--- config.mk ---
export PLATFORM = sky130hd
export DESIGN_NAME = hsvck_ctrl
export DESIGN_NICKNAME = d
export VERILOG_FILES = /design/src/rtl/hsvck_pkg.sv /design/src/rtl/hsvck_ctrl.sv
export VERILOG_INCLUDE_DIRS = /design/src /design/src/rtl
export SDC_FILE = /design/constraint.sdc
export NUM_CORES = 1
export LEC_CHECK = 0
export BUFFER_PORTS_ARGS = -buffer_cell sky130_fd_sc_hd__buf_2
export CORE_AREA = 3 3 40 42
export CTS_CLUSTER_SIZE = 16
export DETAILED_ROUTE_END_ITERATION = 12
export DIE_AREA = 0 0 43 45
export HOLD_SLACK_MARGIN = 0.02
export SLEW_MARGIN = 25
export SYNTH_ARGS = -nofsm -noshare
export SYNTH_HDL_FRONTEND = slang
export SYNTH_SLANG_ARGS = --single-unit
--- constraint.sdc ---
create_clock -name clk_i -period 1.9 [get_ports clk_i]
set_clock_uncertainty 0.2 [all_clocks]
set_input_delay 0.19 -clock clk_i [delete_from_list [all_inputs] [get_ports clk_i]]
set_output_delay 0.19 -clock clk_i [all_outputs]
set_load 0.02 [all_outputs]
--- src/rtl/hsv_color_key_centroid_assert.svh ---
// Assertion helpers for the RTL files; included by hsvck_ctrl.
`ifndef HSV_COLOR_KEY_CENTROID_ASSERT_SVH
`define HSV_COLOR_KEY_CENTROID_ASSERT_SVH

// Same-cycle implication, checked out of reset.
`define HSVCK_ASSERT_IMP(label, ante, cons, msg) \
  label: assert property (@(posedge clk_i) disable iff (!rst_ni) (ante) |-> (cons)) \
    else $error(msg);

// Next-cycle implication, checked out of reset.
`define HSVCK_ASSERT_NXT(label, ante, cons, msg) \
  label: assert property (@(posedge clk_i) disable iff (!rst_ni) (ante) |=> (cons)) \
    else $error(msg);

`endif

--- src/rtl/hsvck_pkg.sv ---
package hsvck_pkg;

  // Field widths.
  localparam int unsigned HUE_W    = 8;
  localparam int unsigned SAT_W    = 8;
  localparam int unsigned COORD_W  = 11;
  localparam int unsigned WEIGHT_W = 9;
  localparam int unsigned SUM_W    = 34;
  localparam int unsigned CNT_W    = 23;
  localparam int unsigned CFG_IDX_W  = 2;
  localparam int unsigned CFG_DATA_W = 9;

  // Frame limits and derived coordinate clamps.
  localparam int unsigned MAX_WIDTH  = 2048;
  localparam int unsigned MAX_HEIGHT = 2048;
  localparam int unsigned COORD_MAX  = (1 << COORD_W) - 1;
  localparam int unsigned COL_TOP_I  =
      (MAX_WIDTH - 1 > COORD_MAX) ? COORD_MAX : MAX_WIDTH - 1;
  localparam int unsigned ROW_TOP_I  =
      (MAX_HEIGHT - 1 > COORD_MAX) ? COORD_MAX : MAX_HEIGHT - 1;
  localparam logic [COORD_W-1:0] COL_TOP = COL_TOP_I[COORD_W-1:0];
  localparam logic [COORD_W-1:0] ROW_TOP = ROW_TOP_I[COORD_W-1:0];
  localparam logic [CNT_W-1:0]   CNT_MAX = '1;

  // Blend weight of one in Q1.8.
  localparam logic [WEIGHT_W-1:0] ALPHA_ONE = 9'd256;

  // One quotient bit per divide step.
  localparam int unsigned DIV_STEPS = COORD_W;
  localparam int unsigned STEP_W    = $clog2(DIV_STEPS);

  // Configuration register indexes.
  localparam logic [CFG_IDX_W-1:0] REG_HUE_LOW  = 2'd0;
  localparam logic [CFG_IDX_W-1:0] REG_HUE_HIGH = 2'd1;
  localparam logic [CFG_IDX_W-1:0] REG_SAT_THR  = 2'd2;
  localparam logic [CFG_IDX_W-1:0] REG_WEIGHT   = 2'd3;

  // Configuration reset values.
  localparam logic [HUE_W-1:0]    HUE_LOW_RST  = 8'd180;
  localparam logic [HUE_W-1:0]    HUE_HIGH_RST = 8'd170;
  localparam logic [SAT_W-1:0]    SAT_THR_RST  = 8'd120;
  localparam logic [WEIGHT_W-1:0] WEIGHT_RST   = 9'd0;

  typedef enum logic [1:0] {
    S_RUN,
    S_DIV,
    S_MUL,
    S_SUM
  } ctrl_state_e;

  // Controller to datapath.
  typedef struct packed {
    logic accept;
    logic load_pixel;
    logic div_step;
    logic mul_en;
    logic finish;
  } dp_cmd_t;

  // Datapath to controller.
  typedef struct packed {
    logic go_div;
  } dp_stat_t;

endpackage

--- src/rtl/hsvck_ctrl.sv ---
module hsvck_ctrl import hsvck_pkg::*; (
  input  logic     clk_i,
  input  logic     rst_ni,
  input  logic     in_valid_i,
  output logic     in_ready_o,
  output logic     out_valid_o,
  input  logic     out_ready_i,
  input  dp_stat_t stat_i,
  output dp_cmd_t  cmd_o
);

`include "hsv_color_key_centroid_assert.svh"

  ctrl_state_e       state_q, state_d;
  logic [STEP_W-1:0] step_q, step_d;
  logic              out_valid_q, out_valid_d;
  logic              slot_free;
  logic              acc;

  localparam logic [STEP_W-1:0] LAST_STEP = STEP_W'(DIV_STEPS - 1);

  assign slot_free   = !out_valid_q || out_ready_i;
  assign in_ready_o  = (state_q == S_RUN) && slot_free;
  assign acc         = in_valid_i && in_ready_o;
  assign out_valid_o = out_valid_q;

  // Next state and step counter.
  always_comb begin
    state_d = state_q;
    step_d  = step_q;
    case (state_q)
      S_RUN: begin
        if (acc && stat_i.go_div) begin
          state_d = S_DIV;
          step_d  = '0;
        end
      end
      S_DIV: begin
        step_d = step_q + 1'b1;
        if (step_q == LAST_STEP) begin
          state_d = S_MUL;
        end
      end
      S_MUL: begin
        state_d = S_SUM;
      end
      S_SUM: begin
        if (slot_free) begin
          state_d = S_RUN;
        end
      end
      default: begin
        state_d = S_RUN;
      end
    endcase
  end

  // Datapath commands.
  always_comb begin
    cmd_o = '0;
    case (state_q)
      S_RUN: begin
        cmd_o.accept     = acc;
        cmd_o.load_pixel = acc && !stat_i.go_div;
      end
      S_DIV: begin
        cmd_o.div_step = 1'b1;
      end
      S_MUL: begin
        cmd_o.mul_en = 1'b1;
      end
      S_SUM: begin
        cmd_o.finish = slot_free;
      end
      default: begin
        cmd_o = '0;
      end
    endcase
  end

  // The output slot fills on a result and empties when the item is taken.
  always_comb begin
    out_valid_d = out_valid_q;
    if (cmd_o.load_pixel || cmd_o.finish) begin
      out_valid_d = 1'b1;
    end else if (out_ready_i) begin
      out_valid_d = 1'b0;
    end
  end

  always_ff @(posedge clk_i or negedge rst_ni) begin
    if (!rst_ni) begin
      state_q     <= S_RUN;
      step_q      <= '0;
      out_valid_q <= 1'b0;
    end else begin
      state_q     <= state_d;
      step_q      <= step_d;
      out_valid_q <= out_valid_d;
    end
  end

  `HSVCK_ASSERT_IMP(a_no_accept_busy, state_q != S_RUN, !in_ready_o, "input taken while busy")
  `HSVCK_ASSERT_NXT(a_div_len, (state_q == S_DIV) && (step_q == LAST_STEP), state_q == S_MUL, "divide length wrong")
  `HSVCK_ASSERT_IMP(a_finish_slot, cmd_o.finish, !out_valid_q || out_ready_i, "frame result overwrites item")

endmodule

Yosys cells after proc, flatten, opt, wreduce, memory -nomap -nowiden
Index checks and enable logic that the tools add are counted.
Word-level totals
  memories: 0
  bits in latches: 0
  register bits: 7
  output and inout port bits: 7
  memory bits (read-only): 0
  memory bits (writable): 0
  input bits: 5
Cells by class
  divide/modulo/power cells: 0
  bitwise operators: 0
  muxes and demuxes: 12
  $lt $le $gt $ge: 0
  equality and inequality tests: 7
  shifts and indexed selects: 0
  add/subtract/negate cells: 1
  reductions and logical operators: 13
  multiply operators: 0
Operator list (count)
  2-bit 2-to-1 mux: 4
  2-bit case mux with 4 select lines: 1
  4-bit case mux with 2 select lines: 1
  1-bit 2-to-1 mux: 5
  4-bit by 1-bit adder with 4-bit output (second input constant): 1
  2-bit equality test (second input constant): 2
  4-bit equality test (second input constant): 1
  1-bit logical AND: 4
  4-bit 2-to-1 mux: 1
  2-bit inequality test (second input constant): 2
  2-bit nonzero test: 2
  3-bit AND reduction: 1
  2-bit by 1-bit equality test with 1-bit output (second input constant): 1
  1-bit logical NOT: 2
  2-bit logical NOT: 1
  1-bit logical OR: 2
  2-bit by 1-bit inequality test with 1-bit output (second input constant): 1
  2-bit AND reduction: 1

Longest topological paths before layout
Gate-level depths: netlist of the first run.
  word-level depth: 8
  depth in mapped cells: 6
  gate-level depth less buffers: 6

Worst setup path before layout of the first run
No wires, ideal clock.
  path type: reg-to-reg
  from: reg state_q[1]
  to: reg state_q[1]
  path buffers: 0
  data arrival time: 1447 ps
  period minus slack after synthesis: 1772 ps
  cell stages (with the launch flop): 6
  slack: 128 ps
  library setup time: 125 ps
  cell sequence: dfrtp_1 -> inv_1 -> ha_1 -> o21ai_0 -> nand3_2 -> mux2_2
Between the ends
  longest elaborated chain between the ends: 6
Ends and longest elaborated chain
  start: declaration: line hsvck_ctrl.sv:14  | ctrl_state_e state_q, state_d;
  start signal: assignment: line hsvck_ctrl.sv:97  | state_q <= state_d;
  2-bit logical NOT: line hsvck_ctrl.sv:23, hsvck_ctrl.sv:31
  1-bit logical AND: line hsvck_ctrl.sv:23  | assign in_ready_o = (state_q == S_RUN) && slot_free;
  1-bit logical AND: line hsvck_ctrl.sv:24  | assign acc = in_valid_i && in_ready_o;
  1-bit logical AND: line hsvck_ctrl.sv:33  | if (acc && stat_i.go_div) begin
  2-bit by 1-bit inequality test with 1-bit output (no source line)
  3-bit AND reduction (no source line)
Several ways; a longest one is shown, not always the timed one.
A chain may end at the register's enable or synchronous reset.

==> results of run 1 <==
cells in the mapped netlist (all sizes together) (2+ instances only):
cell	instances	area share, %
and2b	2	3.6
dfrtp	7	36
ha	6	15
inv	4	3.0
nand2	6	4.6
nand3	3	4.1
nor2	3	2.3
nor3	3	3.0
o21ai	5	8.1
logic make-up after synthesis:
group | count (synthesis) | share of synthesized area, %
compound gates | 11 | 18.5
fa+ha+maj | 6 | 15.2
buf+inv | 5 | 5.33
flops | 7 | 35.5
mux | 1 | 2.28
simple gates | 20 | 23.1
area by class of cell:
cell class | instances | area, um2
multi-input cells | 38 | 312
flip-flops and latches | 7 | 175
inverters | 4 | 15.0
well taps | 15 | 18.8
repair buffers | 13 | 75.1
clock buffers | 4 | 26.3
fillers | 123 | 663
worst max-delay path: stages (launching register included):
cell	delay, ns
dfrtp_1	0.41
inv_1	0.12
ha_4	0.19
nand2_1	0.10
nor3_2	0.10
buf_2	0.18
flip-flops by register name, indices dropped and copies added, names as in the netlist:
name         cells
step_q           4
state_q          2
out_valid_o      1
layout by cell type (no fill, tap or decap):
master         synthesis  layout
o2bb2ai_1              1       1
a21bo_2                1       1
a211o_1                1       1
nand3_2                1       1
nand3_1                2       2
nor2b_4                1       1
a21oi_1                1       1
o21ai_0                3       3
ha_4                   0       1
clkbuf_1               0       1
a32oi_1                1       1
inv_1                  4       3
o21ai_4                1       1
nor3_1                 3       2
dfrtp_1                7       7
buf_2                  0      11
nand3b_1               1       1
clkbuf_4               0       3
o21ai_2                1       1
nand2_1                6       6
and3_1                 1       1
dlygate4sd3_1          0       2
inv_2                  0       1
nor2_1                 3       3
a221o_1                1       1
and2b_2                2       2
nor3_2                 0       1
ha_2                   0       1
mux2_2                 1       1
ha_1                   6       4
metal layers:
metal,GRT usage (%),wire (um),vias to the layer above
li1,-,-,207
met1,10.7,404,194
met2,19.5,457,8
met3,7.17,55,2
met4,3.61,9,0
met5,0,0,-
where the power goes:
part           internal (uW)  leakage, uW  total, uW  switching (uW)
clock network           80.1    0.0000150        135            54.7
logic                    272     0.000208        620             348
registers                218    0.0000888        279            60.8
total                    570     0.000312       1030             463
repair_timing:
action / CTS / global route
gates resized for setup: 1 / 4
endpoints found under the setup margin: 1 / 1
hold endpoints to repair: 8 / 0
pin swaps: 0 / 0
hold buffers: 2 / 0
per-stage QoR:
step	std cells	setup slack [ns]	util (%)
4_1_cts	81	0.0618	47.0
6_report	81	0.167	48.4
2_1_floorplan	50	0.128	-
3_3_place_gp	75	0.172	43.2
3_5_place_dp	75	0.151	43.2
5_1_grt	81	0.0421	48.4
worst paths after layout:
| kind | from | end | slack (ns) | depth (start not counted) |
|---|---|---|---|---|
| max | state_q[1] | cmd_o[3] | 0.17 | 5 |
| min | in_valid_i | out_valid_o | 0.08 | 3 |
| max reg2reg | state_q[1] | state_q[1] | 0.18 | 5 |
| min reg2reg | step_q[1] | step_q[1] | 0.35 | 1 |
| max in group asynchronous | rst_ni | step_q[1] | 1.23 | 2 |
| min in group asynchronous | rst_ni | step_q[3] | 0.10 | 2 |
==> run metrics, run 1 <==
cell row count 13; mean post-synth cell area 9.86 um2; setup TNS 0 ns; synthesized area 493 um2; Root Buffer clkbuf_4; flops & latches, synth 7; diode count 0; period utilization 91.2%; Hold WS 0.0768 ns; Worst Path Max Fanout 6; die area 1940 um2; share of layout cells above drive strength 1 39.4%; Port Buffers 11; area grow syn2layout 26.1%; total CTS buffers 3; post-synth cell types 23; ANT nets after route 0; largest net degree at the start of global routing 9; PnR Total Power 1030 uW; Max clock buf depth 2; final hold viol count 0; Max Freq 0.577 GHz; Die Wd 43 um; Routed WL 927 um; Die Ht 45 um; first-pass GRT wire length 1520 um; DP HPWL 713 um; Rel. slew slack 79.6%; Placer Congestion 0.769; WL per Instance 11.4 um; Hold Path Class input port to flip-flop; fin crit period 1.73 ns; peak supply drop 0.788 mV; first-pass detailed-route iteration total 4; fin area 622 um2; pwr dens 1660 nW/um2; endpoints failing setup 0; CTS tree built; via count 411; ys async rst share 100%; CTS sink cnt 7; sequential area share after synthesis 35.5%; Clk Latency, worst-skew pair 0.25 ns; CP Class flip-flop to output port; RSZ-0062 raised after global routing false; EDFF count, synth 0; Post-Syn Instances 50; CTS clk-pin slew, worst paths 0.06 ns; GRT Overall Usage 11.1%; postcts setup bufs 0; status completed; vias in the first global route 396; initial antenna violation count 0; Starting Density 38.4%; DR iter-0 viols 7; vias per cell 5.07; startpoint types flip-flop; ys flop type dfrtp_1; Leakage Power 0.000312 uW; fin. max-slew vios 0; H-tree Lvls 1; core area 1280 um2; GRT overflow 0; worst-margin pin slew 0.302 ns; critical path required time 1.51 ns; CP endpoint kind output port; post-synth net total 61; arrival time at the worst endpoint 1.34 ns; Boundary Pins 12; maxcap violations 0; net count reported at finish 78; DP Area 556 um2; Syn. warnings 0; DRC errors left 0
No activity file was read; power rests on OpenSTA's default activity.
==> run 2: changes to the inputs <==
--- a/config.mk
+++ b/config.mk
@@ -7,10 +7,10 @@
 export NUM_CORES = 1
 export LEC_CHECK = 0
 export BUFFER_PORTS_ARGS = -buffer_cell sky130_fd_sc_hd__buf_2
-export CORE_AREA = 3 3 40 42
+export CORE_AREA = 2 2 39 41
 export CTS_CLUSTER_SIZE = 16
 export DETAILED_ROUTE_END_ITERATION = 12
-export DIE_AREA = 0 0 43 45
+export DIE_AREA = 0 0 41 43
 export HOLD_SLACK_MARGIN = 0.02
 export SLEW_MARGIN = 25
 export SYNTH_ARGS = -nofsm -noshare
==> run metrics, run 2 (synthesized netlist as in run 1, its figures left out) <==
first-pass detailed-route iteration total 5 (was 4); period utilization 92.2% (was 91.2%); fraction of power consumed by sequential logic 27.3% (was 27.0%); ANT nets after route 0 (unchanged); number of flip-flops in the largest register 4 (unchanged); diode count 0 (unchanged); CP Class flip-flop to output port (unchanged); DP HPWL 716 um (was 713 um); GRT overflow 0 (unchanged); maxcap violations 0 (unchanged); CP max stage cell dfrtp_1 (unchanged); Biggest register step_q (unchanged); Starting Density 35.6% (was 38.4%); worst-margin pin slew 0.297 ns (was 0.302 ns); CP endpoint kind output port (unchanged); Final Worst Setup Slack 0.149 ns (was 0.167 ns); vias per cell 4.84 (was 5.07); first-pass GRT wire length 1410 um (was 1520 um); Clk pwr share 12.8% (was 13.0%); share of layout cells above drive strength 1 36.4% (was 39.4%); Port Buffers 11 (unchanged); fin crit period 1.75 ns (was 1.73 ns); vias in the first global route 372 (was 396); total CTS buffers 3 (unchanged); cell row count 14 (was 13); Leakage Power 0.000311 uW (was 0.000312 uW); critical path required time 1.51 ns (about the same); Psw 447 uW (was 463 uW); WL per Instance 10.7 um (was 11.4 um); final hold viol count 0 (unchanged); fin area 618 um2 (was 622 um2); initial antenna violation count 0 (unchanged); most common cell after layout, fill and taps aside buf_2 (unchanged); RSZ-0062 raised after global routing false (unchanged); DR iter-0 viols 1 (was 7); Worst Path Max Fanout 6 (unchanged); CP cell instances inv_1 > ha_4 > nand2_1 > nor3_1 > buf_2 (was inv_1 > ha_4 > nand2_1 > nor3_2 > buf_2); Rel. slew slack 80.0% (was 79.6%); peak supply drop 0.603 mV (was 0.788 mV); area grow syn2layout 25.4% (was 26.1%); Hold WS 0.0971 ns (was 0.0768 ns); die area 1760 um2 (was 1940 um2); Routed WL 881 um (was 927 um); DRC errors left 0 (unchanged); dpl ws 0.146 ns (was 0.151 ns); Cell Int Power 566 uW (was 570 uW); net count reported at finish 78 (unchanged); core area 1380 um2 (was 1280 um2); Placer Congestion 0.764 (was 0.769); CTS clk-pin slew, worst paths 0.05 ns (was 0.06 ns); H-tree Lvls 1 (unchanged); pwr dens 1640 nW/um2 (was 1660 nW/um2); arrival time at the worst endpoint 1.36 ns (was 1.34 ns); endpoints failing setup 0 (unchanged); Clk Latency, worst-skew pair 0.25 ns (about the same); startpoint types flip-flop (unchanged); via count 397 (was 411); fin. max-slew vios 0 (unchanged); CTS tree built (unchanged); postcts setup bufs 0 (unchanged); commonest non-fill, non-tap cells in the layout buf_2, dfrtp_1, nand2_1 (unchanged); Max clock buf depth 2 (unchanged); Sw Share 44.1% (was 44.8%); Max Freq 0.571 GHz (was 0.577 GHz); DP Area 557 um2 (was 556 um2); Hold Path Class input port to flip-flop (unchanged); r2r setup slk 0.19 ns (was 0.18 ns); status completed (unchanged); largest net degree at the start of global routing 9 (unchanged); Boundary Pins 12 (unchanged); Die Wd 41 um (was 43 um); GRT Overall Usage 12.6% (was 11.1%); Filler cells 134 (was 123); setup TNS 0 ns (unchanged); Crit path largest cell delay 0.39 ns (was 0.41 ns); PnR Total Power 1010 uW (was 1030 uW); CTS sink cnt 7 (unchanged); Comb power frac 60.0% (about the same); Root Buffer clkbuf_4 (unchanged); Die Ht 43 um (was 45 um)
==> run 2: cell counts in the layout (fill, tap and decap cells not counted) <==
No cell type changed its count.
==> run 2: through the flow <==
stage / utilization [%] / instances
after CTS: 43.8 / 82
after global routing: 44.7 / 82
final: 44.7 / 82
after floorplan: - / 50
after detailed placement: 40.2 / 76
after global placement: 40.2 / 76
==> run 2: final timing paths <==
| kind | to | start | cells after the start |
|---|---|---|---|
| worst max-delay path | cmd_o[3] | state_q[0] | 5 |
| worst min-delay path | out_valid_o | in_valid_i | 3 |
| worst max register to register | state_q[1] | state_q[1] | 5 |
| worst min register to register | step_q[0] | step_q[0] | 1 |
| max in group asynchronous | step_q[3] | rst_ni | 2 |
| min in group asynchronous | step_q[1] | rst_ni | 2 |
==> run 2: power groups by stage <==
stage / clock network [uW] / logic (uW) / registers [uW]
CTS: 138 / 589 / 276
finish: 129 / 608 / 276
detailed placement: 0 / 580 / 279
global route: 156 / 670 / 288
global placement: 0 / 575 / 275
floorplan: 0 / 453 / 279
==> run 2: layout make-up <==
cell class,instances,area (um2),share of cell area [%]
sequential,7,175,28.3
multi-input combinational,38,307,49.6
tap,16,20.0,3.24
timing repair buffer,13,75.1,12.1
clock buffer,4,26.3,4.25
inverter,4,15.0,2.43
==> run 2: metal layers <==
metal / GRT usage (%) / wire [um] / part of all wire [%] / up-vias
met1: 11.4 / 346 / 39 / 176
met2: 20.6 / 459 / 52 / 14
met3: 7.85 / 75 / 8.5 / 0
met5: 0 / 0 / 0 / -
li1: - / - / - / 207
met4: 6.00 / 0 / 0 / 0
==> run 2: critical path: cells and delay by family (launching register included) <==
family                     cells  cell delay (ns)
DFF                            1             0.39
buffers and inverters          2             0.32
adders and majority gates      1             0.20
and+or+nand+nor                2             0.21
==> run 2: timing repair <==
action / 4_1_cts / 5_1_grt
setup endpoints to repair: 1 / 1
resized for setup: 1 / 2
hold buffers: 2 / 0
hold endpoints to repair: 8 / 0
