--- config.mk ---
export PLATFORM = sky130hd
export DESIGN_NAME = hsvck_dp
export DESIGN_NICKNAME = d
export VERILOG_FILES = /design/src/rtl/hsv_color_key_centroid_assert.svh /design/src/rtl/hsvck_pkg.sv /design/src/rtl/hsvck_dp.sv
export SDC_FILE = /design/constraint.sdc
export NUM_CORES = 2
export LEC_CHECK = 0
export CORE_UTILIZATION = 42
export CTS_CLUSTER_DIAMETER = 100
export DETAILED_ROUTE_END_ITERATION = 8
export DONT_BUFFER_PORTS = 1
export PLACE_DENSITY = 0.6
export SLEW_MARGIN = 20
export SYNTH_ARGS = -nofsm -noshare
export SYNTH_HDL_FRONTEND = slang
export SYNTH_SLANG_ARGS = --single-unit
--- constraint.sdc ---
create_clock -name clk_i -period 6.2 [get_ports clk_i]
set_input_delay 1.24 -clock clk_i [delete_from_list [all_inputs] [get_ports clk_i]]
set_output_delay 1.24 -clock clk_i [all_outputs]
set_load 0.01 [all_outputs]
--- src/rtl/hsv_color_key_centroid_assert.svh ---
// Assertion helpers for the RTL files; included by hsvck_ctrl.
`ifndef HSV_COLOR_KEY_CENTROID_ASSERT_SVH
`define HSV_COLOR_KEY_CENTROID_ASSERT_SVH

// Same-cycle implication, checked out of reset.
`define HSVCK_ASSERT_IMP(label, ante, cons, msg) \
  label: assert property (@(posedge clk_i) disable iff (!rst_ni) (ante) |-> (cons)) \
    else $error(msg);

// Next-cycle implication, checked out of reset.
`define HSVCK_ASSERT_NXT(label, ante, cons, msg) \
  label: assert property (@(posedge clk_i) disable iff (!rst_ni) (ante) |=> (cons)) \
    else $error(msg);

`endif

--- src/rtl/hsvck_pkg.sv ---
package hsvck_pkg;

  // Field widths.
  localparam int unsigned HUE_W    = 8;
  localparam int unsigned SAT_W    = 8;
  localparam int unsigned COORD_W  = 11;
  localparam int unsigned WEIGHT_W = 9;
  localparam int unsigned SUM_W    = 34;
  localparam int unsigned CNT_W    = 23;
  localparam int unsigned CFG_IDX_W  = 2;
  localparam int unsigned CFG_DATA_W = 9;

  // Frame limits and derived coordinate clamps.
  localparam int unsigned MAX_WIDTH  = 2048;
  localparam int unsigned MAX_HEIGHT = 2048;
  localparam int unsigned COORD_MAX  = (1 << COORD_W) - 1;
  localparam int unsigned COL_TOP_I  =
      (MAX_WIDTH - 1 > COORD_MAX) ? COORD_MAX : MAX_WIDTH - 1;
  localparam int unsigned ROW_TOP_I  =
      (MAX_HEIGHT - 1 > COORD_MAX) ? COORD_MAX : MAX_HEIGHT - 1;
  localparam logic [COORD_W-1:0] COL_TOP = COL_TOP_I[COORD_W-1:0];
  localparam logic [COORD_W-1:0] ROW_TOP = ROW_TOP_I[COORD_W-1:0];
  localparam logic [CNT_W-1:0]   CNT_MAX = '1;

  // Blend weight of one in Q1.8.
  localparam logic [WEIGHT_W-1:0] ALPHA_ONE = 9'd256;

  // One quotient bit per divide step.
  localparam int unsigned DIV_STEPS = COORD_W;
  localparam int unsigned STEP_W    = $clog2(DIV_STEPS);

  // Configuration register indexes.
  localparam logic [CFG_IDX_W-1:0] REG_HUE_LOW  = 2'd0;
  localparam logic [CFG_IDX_W-1:0] REG_HUE_HIGH = 2'd1;
  localparam logic [CFG_IDX_W-1:0] REG_SAT_THR  = 2'd2;
  localparam logic [CFG_IDX_W-1:0] REG_WEIGHT   = 2'd3;

  // Configuration reset values.
  localparam logic [HUE_W-1:0]    HUE_LOW_RST  = 8'd180;
  localparam logic [HUE_W-1:0]    HUE_HIGH_RST = 8'd170;
  localparam logic [SAT_W-1:0]    SAT_THR_RST  = 8'd120;
  localparam logic [WEIGHT_W-1:0] WEIGHT_RST   = 9'd0;

  typedef enum logic [1:0] {
    S_RUN,
    S_DIV,
    S_MUL,
    S_SUM
  } ctrl_state_e;

  // Controller to datapath.
  typedef struct packed {
    logic accept;
    logic load_pixel;
    logic div_step;
    logic mul_en;
    logic finish;
  } dp_cmd_t;

  // Datapath to controller.
  typedef struct packed {
    logic go_div;
  } dp_stat_t;

endpackage

--- src/rtl/hsvck_dp.sv ---
module hsvck_dp import hsvck_pkg::*; (
  input  logic                  clk_i,
  input  logic                  rst_ni,
  input  logic                  cfg_we_i,
  input  logic [CFG_IDX_W-1:0]  cfg_idx_i,
  input  logic [CFG_DATA_W-1:0] cfg_data_i,
  input  logic [HUE_W-1:0]      hue_i,
  input  logic [SAT_W-1:0]      saturation_i,
  input  logic [COORD_W-1:0]    col_i,
  input  logic [COORD_W-1:0]    row_i,
  input  logic                  frame_end_i,
  input  dp_cmd_t               cmd_i,
  output dp_stat_t              stat_o,
  output logic                  keyed_o,
  output logic [COORD_W-1:0]    center_col_o,
  output logic [COORD_W-1:0]    center_row_o,
  output logic                  center_updated_o,
  output logic                  frame_done_o
);

  localparam int unsigned PROD_W = WEIGHT_W + COORD_W;

  logic [HUE_W-1:0]    hue_low_q, hue_high_q;
  logic [SAT_W-1:0]    sat_thr_q;
  logic [WEIGHT_W-1:0] weight_q;

  logic [SUM_W-1:0]   sum_col_q, sum_col_d, sum_row_q, sum_row_d;
  logic [CNT_W-1:0]   cnt_q, cnt_d;
  logic [SUM_W-1:0]   dsh_q;
  logic [COORD_W-1:0] qcol_q, qrow_q;
  logic [COORD_W-1:0] track_col_q, track_col_d, track_row_q, track_row_d;
  logic [PROD_W-1:0]  p_oc_q, p_mc_q, p_or_q, p_mr_q;
  logic               keyed_hold_q;
  logic               out_keyed_q, out_upd_q, out_done_q;

  logic               in_band, keyed_pix, add_en;
  logic [COORD_W-1:0] col_c, row_c;
  logic               ge_col, ge_row;
  logic [WEIGHT_W-1:0] alpha, alpha_inv;

  // Configuration registers.
  always_ff @(posedge clk_i or negedge rst_ni) begin
    if (!rst_ni) begin
      hue_low_q  <= HUE_LOW_RST;
      hue_high_q <= HUE_HIGH_RST;
      sat_thr_q  <= SAT_THR_RST;
      weight_q   <= WEIGHT_RST;
    end else if (cfg_we_i) begin
      case (cfg_idx_i)
        REG_HUE_LOW:  hue_low_q  <= cfg_data_i[HUE_W-1:0];
        REG_HUE_HIGH: hue_high_q <= cfg_data_i[HUE_W-1:0];
        REG_SAT_THR:  sat_thr_q  <= cfg_data_i[SAT_W-1:0];
        REG_WEIGHT:   weight_q   <= cfg_data_i;
        default: begin
        end
      endcase
    end
  end

  // Key test: a straight band, or a wrapped one when the bounds do not rise.
  always_comb begin
    if (hue_low_q < hue_high_q) begin
      in_band = (hue_i >= hue_low_q) && (hue_i <= hue_high_q);
    end else begin
      in_band = (hue_i >= hue_low_q) || (hue_i <= hue_high_q);
    end
    keyed_pix = (saturation_i > sat_thr_q) && in_band;
  end

  // Coordinates beyond the frame are clamped to its last column or row.
  assign col_c  = (col_i > COL_TOP) ? COL_TOP : col_i;
  assign row_c  = (row_i > ROW_TOP) ? ROW_TOP : row_i;
  assign add_en = keyed_pix && (cnt_q != CNT_MAX);

  // Restoring divide: the sums act as remainders against the shifted count.
  assign ge_col = sum_col_q >= dsh_q;
  assign ge_row = sum_row_q >= dsh_q;

  // Accumulators: add on a keyed pixel until the count saturates, subtract during the divide, clear at the end.
  always_comb begin
    sum_col_d = sum_col_q;
    sum_row_d = sum_row_q;
    cnt_d     = cnt_q;
    if (cmd_i.accept && add_en) begin
      sum_col_d = sum_col_q + SUM_W'(col_c);
      sum_row_d = sum_row_q + SUM_W'(row_c);
      cnt_d     = cnt_q + 1'b1;
    end else if (cmd_i.div_step) begin
      if (ge_col) sum_col_d = sum_col_q - dsh_q;
      if (ge_row) sum_row_d = sum_row_q - dsh_q;
    end else if (cmd_i.finish) begin
      sum_col_d = '0;
      sum_row_d = '0;
      cnt_d     = '0;
    end
  end

  assign stat_o.go_div = frame_end_i && (cnt_d != '0);

  always_ff @(posedge clk_i or negedge rst_ni) begin
    if (!rst_ni) begin
      sum_col_q <= '0;
      sum_row_q <= '0;
      cnt_q     <= '0;
    end else begin
      sum_col_q <= sum_col_d;
      sum_row_q <= sum_row_d;
      cnt_q     <= cnt_d;
    end
  end

  // Divisor and quotient shift registers.
  always_ff @(posedge clk_i) begin
    if (cmd_i.accept) begin
      dsh_q        <= {cnt_d, {(SUM_W - CNT_W){1'b0}}} >> (SUM_W - CNT_W - (COORD_W - 1));
      keyed_hold_q <= keyed_pix;
    end else if (cmd_i.div_step) begin
      dsh_q  <= dsh_q >> 1;
      qcol_q <= {qcol_q[COORD_W-2:0], ge_col};
      qrow_q <= {qrow_q[COORD_W-2:0], ge_row};
    end
  end

  // Blend products: old center by one minus alpha, mean by alpha.
  assign alpha     = (weight_q > ALPHA_ONE) ? ALPHA_ONE : weight_q;
  assign alpha_inv = ALPHA_ONE - alpha;

  always_ff @(posedge clk_i) begin
    if (cmd_i.mul_en) begin
      p_oc_q <= PROD_W'(alpha_inv) * PROD_W'(track_col_q);
      p_mc_q <= PROD_W'(alpha) * PROD_W'(qcol_q);
      p_or_q <= PROD_W'(alpha_inv) * PROD_W'(track_row_q);
      p_mr_q <= PROD_W'(alpha) * PROD_W'(qrow_q);
    end
  end

  // Round each term to nearest, add, and saturate.
  function automatic logic [COORD_W-1:0] blend_sum(logic [PROD_W-1:0] pa,
                                                   logic [PROD_W-1:0] pb);
    logic [PROD_W:0]     ra, rb;
    logic [PROD_W-7:0]   s;
    ra = {1'b0, pa} + (PROD_W+1)'(128);
    rb = {1'b0, pb} + (PROD_W+1)'(128);
    s  = {1'b0, ra[PROD_W:8]} + {1'b0, rb[PROD_W:8]};
    if (s > (PROD_W-6)'(COORD_MAX)) begin
      return COORD_W'(COORD_MAX);
    end
    return s[COORD_W-1:0];
  endfunction

  assign track_col_d = blend_sum(p_oc_q, p_mc_q);
  assign track_row_d = blend_sum(p_or_q, p_mr_q);

  always_ff @(posedge clk_i or negedge rst_ni) begin
    if (!rst_ni) begin
      track_col_q <= '0;
      track_row_q <= '0;
    end else if (cmd_i.finish) begin
      track_col_q <= track_col_d;
      track_row_q <= track_row_d;
    end
  end

  // Output item flags; the center is read straight from the track registers.
  always_ff @(posedge clk_i) begin
    if (cmd_i.load_pixel) begin
      out_keyed_q <= keyed_pix;
      out_upd_q   <= 1'b0;
      out_done_q  <= frame_end_i;
    end else if (cmd_i.finish) begin
      out_keyed_q <= keyed_hold_q;
      out_upd_q   <= 1'b1;
      out_done_q  <= 1'b1;
    end
  end

  assign keyed_o          = out_keyed_q;
  assign center_col_o     = track_col_q;
  assign center_row_o     = track_row_q;
  assign center_updated_o = out_upd_q;
  assign frame_done_o     = out_done_q;

endmodule
# Word level (Yosys, flattened, before mapping)
# Index checks and enable logic that the tools add are counted.
word_totals:
  memories: 0
  latch_bits: 0
  word_cells: 99
  output_inout_bits: 26
  mem_bits_ro: 0
  ff_bits: 285
  ram_bits: 0
  in_bits: 58
op_classes:
  n_reduce_logical: 18
  bitwise_logic: 1
  shift: 0
  multipliers: 4
  addsub: 12
  magnitude_cmp: 11
  n_div: 0
  n_eq_ne: 6
  n_mux: 26
op_table:
  columns: ["cell", "n"]
  rows:
  - ["$mux 34", 7]
  - ["$add 20x8->21 const B", 4]
  - ["$mul 9x11->20", 4]
  - ["$mux 23", 3]
  - ["$add 34x11->34", 2]
  - ["$ge 34x33->1", 2]
  - ["$sub 34x33->34", 2]
  - ["$mux 11", 6]
  - ["$mux 33", 2]
  - ["$add 13x13->14", 2]
  - ["$gt 14x11->1 const B", 2]
  - ["$add 23x1->23 const B", 1]
  - ["$ne 23x23->1 const B", 1]
  - ["$reduce_bool 23->1", 1]
  - ["$gt 11x11->1 const B", 2]
  - ["$reduce_and 2->1", 7]
  - ["$gt 9x9->1 const B", 1]
  - ["$mux 9", 1]
  - ["$sub 9x9->9 const A", 1]
  - ["$ge 8x8->1", 1]
  - ["$gt 8x8->1", 1]
  - ["$le 8x8->1", 1]
  - ["$lt 8x8->1", 1]
  - ["$mux 1", 7]
  - ["other kinds (9)", 16]

# Depth between registers and ports, before layout
depth:
  word_depth: 9
  depth_mapped: 28
  mapped_depth_nobuf: 26

# Worst setup path after synthesis
# OpenSTA, ideal clock, no wires.
synth_timing:
  path_type: "register to register"
  from: "register weight_q[8]"
  to: "register p_oc_q[19], data pin"
  stages_incl_launch_ff: 25
  path_buffers: 4
  path_slack_ps: -358
  period_less_slack_ps: 6558
  arrival_time_ps: 6298
  path_cell_list: "dfrtp_1 clkbuf_1 nor2_1 clkbuf_1 inv_1 ha_1 clkbuf_1 clkbuf_1 nand2_1 fa_1 inv_1 fa_1 fa_1 inv_1 fa_1 inv_1 ha_1 or3_1 o211a_1 a2111oi_4 a21oi_1 or3_1 a21o_1 a21oi_1 xnor2_1"
synth_via:
  elab_chain_len: 4
synth_lines:
  columns: ["item", "line", "text"]
  rows:
  - ["start: declaration", "hsvck_dp.sv:25", "logic [WEIGHT_W-1:0] weight_q;"]
  - ["start signal: assignment", "hsvck_dp.sv:53", "REG_WEIGHT: weight_q <= cfg_data_i;"]
  - ["$gt 9x9->1", "hsvck_dp.sv:125", "assign alpha = (weight_q > ALPHA_ONE) ? ALPHA_ONE : weight_q;"]
  - ["$mux 9 *", "hsvck_dp.sv:125", null]
  - ["$sub 9x9->9 *", "hsvck_dp.sv:126", "assign alpha_inv = ALPHA_ONE - alpha;"]
  - ["$mul 9x11->20 *", "hsvck_dp.sv:130", "p_oc_q <= PROD_W'(alpha_inv) * PROD_W'(track_col_q);"]
  - ["end signal: assignment", "hsvck_dp.sv:130", null]
  - ["end: declaration", "hsvck_dp.sv:32", "logic [PROD_W-1:0] p_oc_q, p_mc_q, p_or_q, p_mr_q;"]
# Mark *: on every way between the ends. The rest lies on a longest branch, timed or not.
# A chain may end at the register's enable or synchronous reset.

# Final worst setup path
layout_timing:
  from: "register weight_q[8]"
  to: "register p_or_q[19], data pin"
layout_via:
  elab_chain_len: 4
layout_lines:
  columns: ["item", "line", "text"]
  rows:
  - ["$gt 9x9->1", "hsvck_dp.sv:125", null]
  - ["$mux 9 *", "hsvck_dp.sv:125", null]
  - ["$sub 9x9->9 *", "hsvck_dp.sv:126", null]
  - ["$mul 9x11->20 *", "hsvck_dp.sv:132", "p_or_q <= PROD_W'(alpha_inv) * PROD_W'(track_row_q);"]
  - ["end signal: assignment", "hsvck_dp.sv:132", null]
  - ["end: declaration", "hsvck_dp.sv:32", null]
# Marked as above.

==> out/results.tsv <==
metric	value	unit
worst r2r dst	p_or_q[19]	
CP Capture Type	flip-flop	
placed insts	4254	
Reg-to-Reg Start	weight_q[8]	
commonest non-fill, non-tap cells in the layout	inv_1 (447), nand2_1 (390), ha_1 (294)	
Synth Area in Adders	29.9	%
routed length on met3	3.48	mm
DRT met1 WL	33.8	mm
Finished Layout Cells	4335	
mux share of post-synthesis cell area	1.53	%
CTS tree	yes	
Achievable Freq	0.166	GHz
Total GRT Usage	21.2	%
area share of and/or/nand/nor cells after synthesis	17.1	%
post-synth cell types	82	
GPL Wtd Cong	0.864	
Worst path max stage delay	0.56	ns
Arr. time, crit path	6.33	ns
max layer used	met5	
Vias per Instance	5.40	
Rows	97	
Layout area overhead	9.66	%
Initial Util	42.4	%
CP Max Fanout	7	
Max clock buf depth	3	
layout cells sized above 1	7.69	%
# IOs	84	
Max Slew Vio Count	0	
xor-xnor portion of the synthesized cell area	5.17	%
die area	71700	sq um
vias in the first global route	22914	
Synth Instances	3376	
worst path cell trace	buf_12 -> buf_4 -> nor2b_2 -> nor4_4 -> buf_4 -> nand2_1 -> xor2_1 -> buf_4 -> and2_1 -> fa_1 -> fa_1 -> fa_1 -> inv_1 -> fa_1 -> inv_1 -> ha_1 -> or3_1 -> o211a_1 -> a2111oi_4 -> a21oi_2 -> nor3_2 -> o21bai_1 -> a21oi_1 -> xnor2_1	
RSZ-0062 raised after global routing	true	
most used cell, CP	fa_1	
yosys warns	0	
post-synthesis compound-gate area fraction	15.1	%
slew margin rel.	29.2	%
Final Setup Violations	0	
DR DRC count	0	
most common cell after layout, fill and taps aside	inv_1	
Port Buf Inserts	0	
worst skew pair latency	0.57	ns
setup TNS	0	ns
Die H	268	um
Post-Syn Area	29700	sq um
Worst Setup EP	p_or_q[19]	
Post-DRT Antenna Nets	0	
root buf cell	clkbuf_16	
largest area contributor in the netlist	fa_1	
core region area	69900	sq um
main combinational cell family by area after synthesis	adder cells	
path depth of the worst reg2reg path	24	
Via Count	23407	
hold buffers post-CTS	0	
Num CTS Buffers	36	
HP Class	in2async	
Setup crit start	weight_q[8]	
final WL	75.4	mm
Worst Clk Skew	0.0329	ns
sequential area share after synthesis	23.2	%
first-pass GRT wire length	122	mm
post-route minimum period	6.04	ns
DR iter-0 viols	1452	
worst path required time	6.50	ns
Util after Layout	46.5	%
Hold Worst Slack	0.383	ns
initial antenna violation count	3	
Post-Synthesis Net Count	3987	
nets	3977	
post-synth top area share	17.4	%
clk sink count	257	
outcome	finished clean	
WL/cell	17.4	um
period utilisation layout	97.4	%
CP Class	reg2reg	
H-tree Lvls	2	
mean area per synthesized cell	8.79	sq um
async set-or-reset flop fraction in the synthesized netlist	56.8	%
hpwl dp	57.7	mm
DIE WIDTH	268	um
actual slew at the worst max-slew pin	1.05	ns
Seq cells post-synth	257	
Final Hold Vio Count	0	
largest net degree at the start of global routing	147	
Pre-antenna DRT Iters	5	
Setup crit start kind	flip-flop	
Reg clk slew, reported paths	0.06	ns
FF-to-FF setup slack	0.16	ns
max cap viols	0	
total grt overflow	0	
synth top area cells	fa_1 (17%), ha_1 (12%), dfrtp_1 (11%)	
DR WL met2	36.1	mm
Slowest cell on crit path	fa_1	
Post-synth EDFFs	100	
top_reg_cell synth	dfrtp_1	
routing by layer:
metal,vias up,GRT usage [%]
li1,11374,-
met1,11412,28.2
met2,506,36.1
met3,109,2.86
met4,6,5.81
met5,-,0
how the worst min path moves through the flow:
stage | cells past startpoint | to | slack (ns) | from
CTS | 0 | sum_row_q[6] | 0.34 | rst_ni
global route | 0 | sum_row_q[15] | 0.35 | rst_ni
detailed placement | 1 | weight_q[2] | 0.49 | weight_q[2]
finish | 0 | sum_row_q[6] | 0.38 | rst_ni
global placement | 1 | weight_q[3] | 0.48 | weight_q[3]
floorplan | 0 | qcol_q[2] | 0.42 | qcol_q[1]
cell families after synthesis:
| kind of cell | after synthesis |
|---|---|
| AO/OA/AOI/OAI | 679 |
| multiplexers | 42 |
| XOR/XNOR | 175 |
| buffers and inverters | 610 |
| adder cells (fa/ha/maj) | 555 |
| AND/OR/NAND/NOR | 1058 |
| flip-flops | 257 |
flip-flops by register name, indices dropped and copies added (netlist names), 13 cells and up:
register,flops
cnt_q,23
sum_col_q,34
p_or_q,13
p_mc_q,13
p_oc_q,13
dsh_q,33
p_mr_q,13
sum_row_q,34
Yosys cell counts (14+ instances only):
library cell,number
inv_1,448
nand2_1,393
ha_1,295
fa_1,258
nor2_1,186
a21oi_1,169
and2_1,163
o21ai_0,140
dfrtp_1,134
clkbuf_1,108
xnor2_1,105
edfxtp_1,100
a21o_1,76
xor2_1,70
nand3_1,68
nor3_1,58
and3_1,47
o21a_1,43
buf_1,35
nand4_1,34
a31oi_1,32
mux2_2,27
nor2b_1,27
o21bai_1,27
a211oi_1,24
a22o_1,20
or3_1,16
mux2i_1,15
nand2b_1,15
o22a_1,14
through the flow:
| step | worst slack [ns] | cell area, sq um |
|---|---|---|
| floorplan | -0.0290 | 29700 |
| global placement | -0.00852 | 31000 |
| detailed placement | -0.0349 | 31000 |
| CTS | 0.0403 | 32200 |
| global route | -0.0923 | 32500 |
| finish | 0.164 | 32500 |
critical path: cells and delay by family (launching register included):
| family | cells | cell delay [ns] |
|---|---|---|
| DFF | 1 | 0.45 |
| and+or+nand+nor | 6 | 1.06 |
| xor gates and xnor gates | 2 | 0.23 |
| adders and majority gates | 5 | 2.27 |
| AOI/OAI and AO/OA | 5 | 1.07 |
| buffers and inverters | 6 | 0.70 |
what timing repair did:
action	CTS	global route
endpoints found under the setup margin	2	10
cloned	0	1
resized for setup	2	25
buffers inserted	0	12
pin swaps	1	13
cell type report:
type,instances,area [sq um]
Clock inverter,16,164
Fill cell,6812,37400
Multi-Input combinational cell,2509,20600
Inverter,448,1680
Clock buffer,49,1030
Tap cell,940,1180
Sequential cell,257,6890
Antenna cell,2,5.00
Timing Repair Buffer,114,967
Power is left out: the tool's default activity adds up to more than one toggle a clock period on the data nets, which glitch-free logic cannot reach.
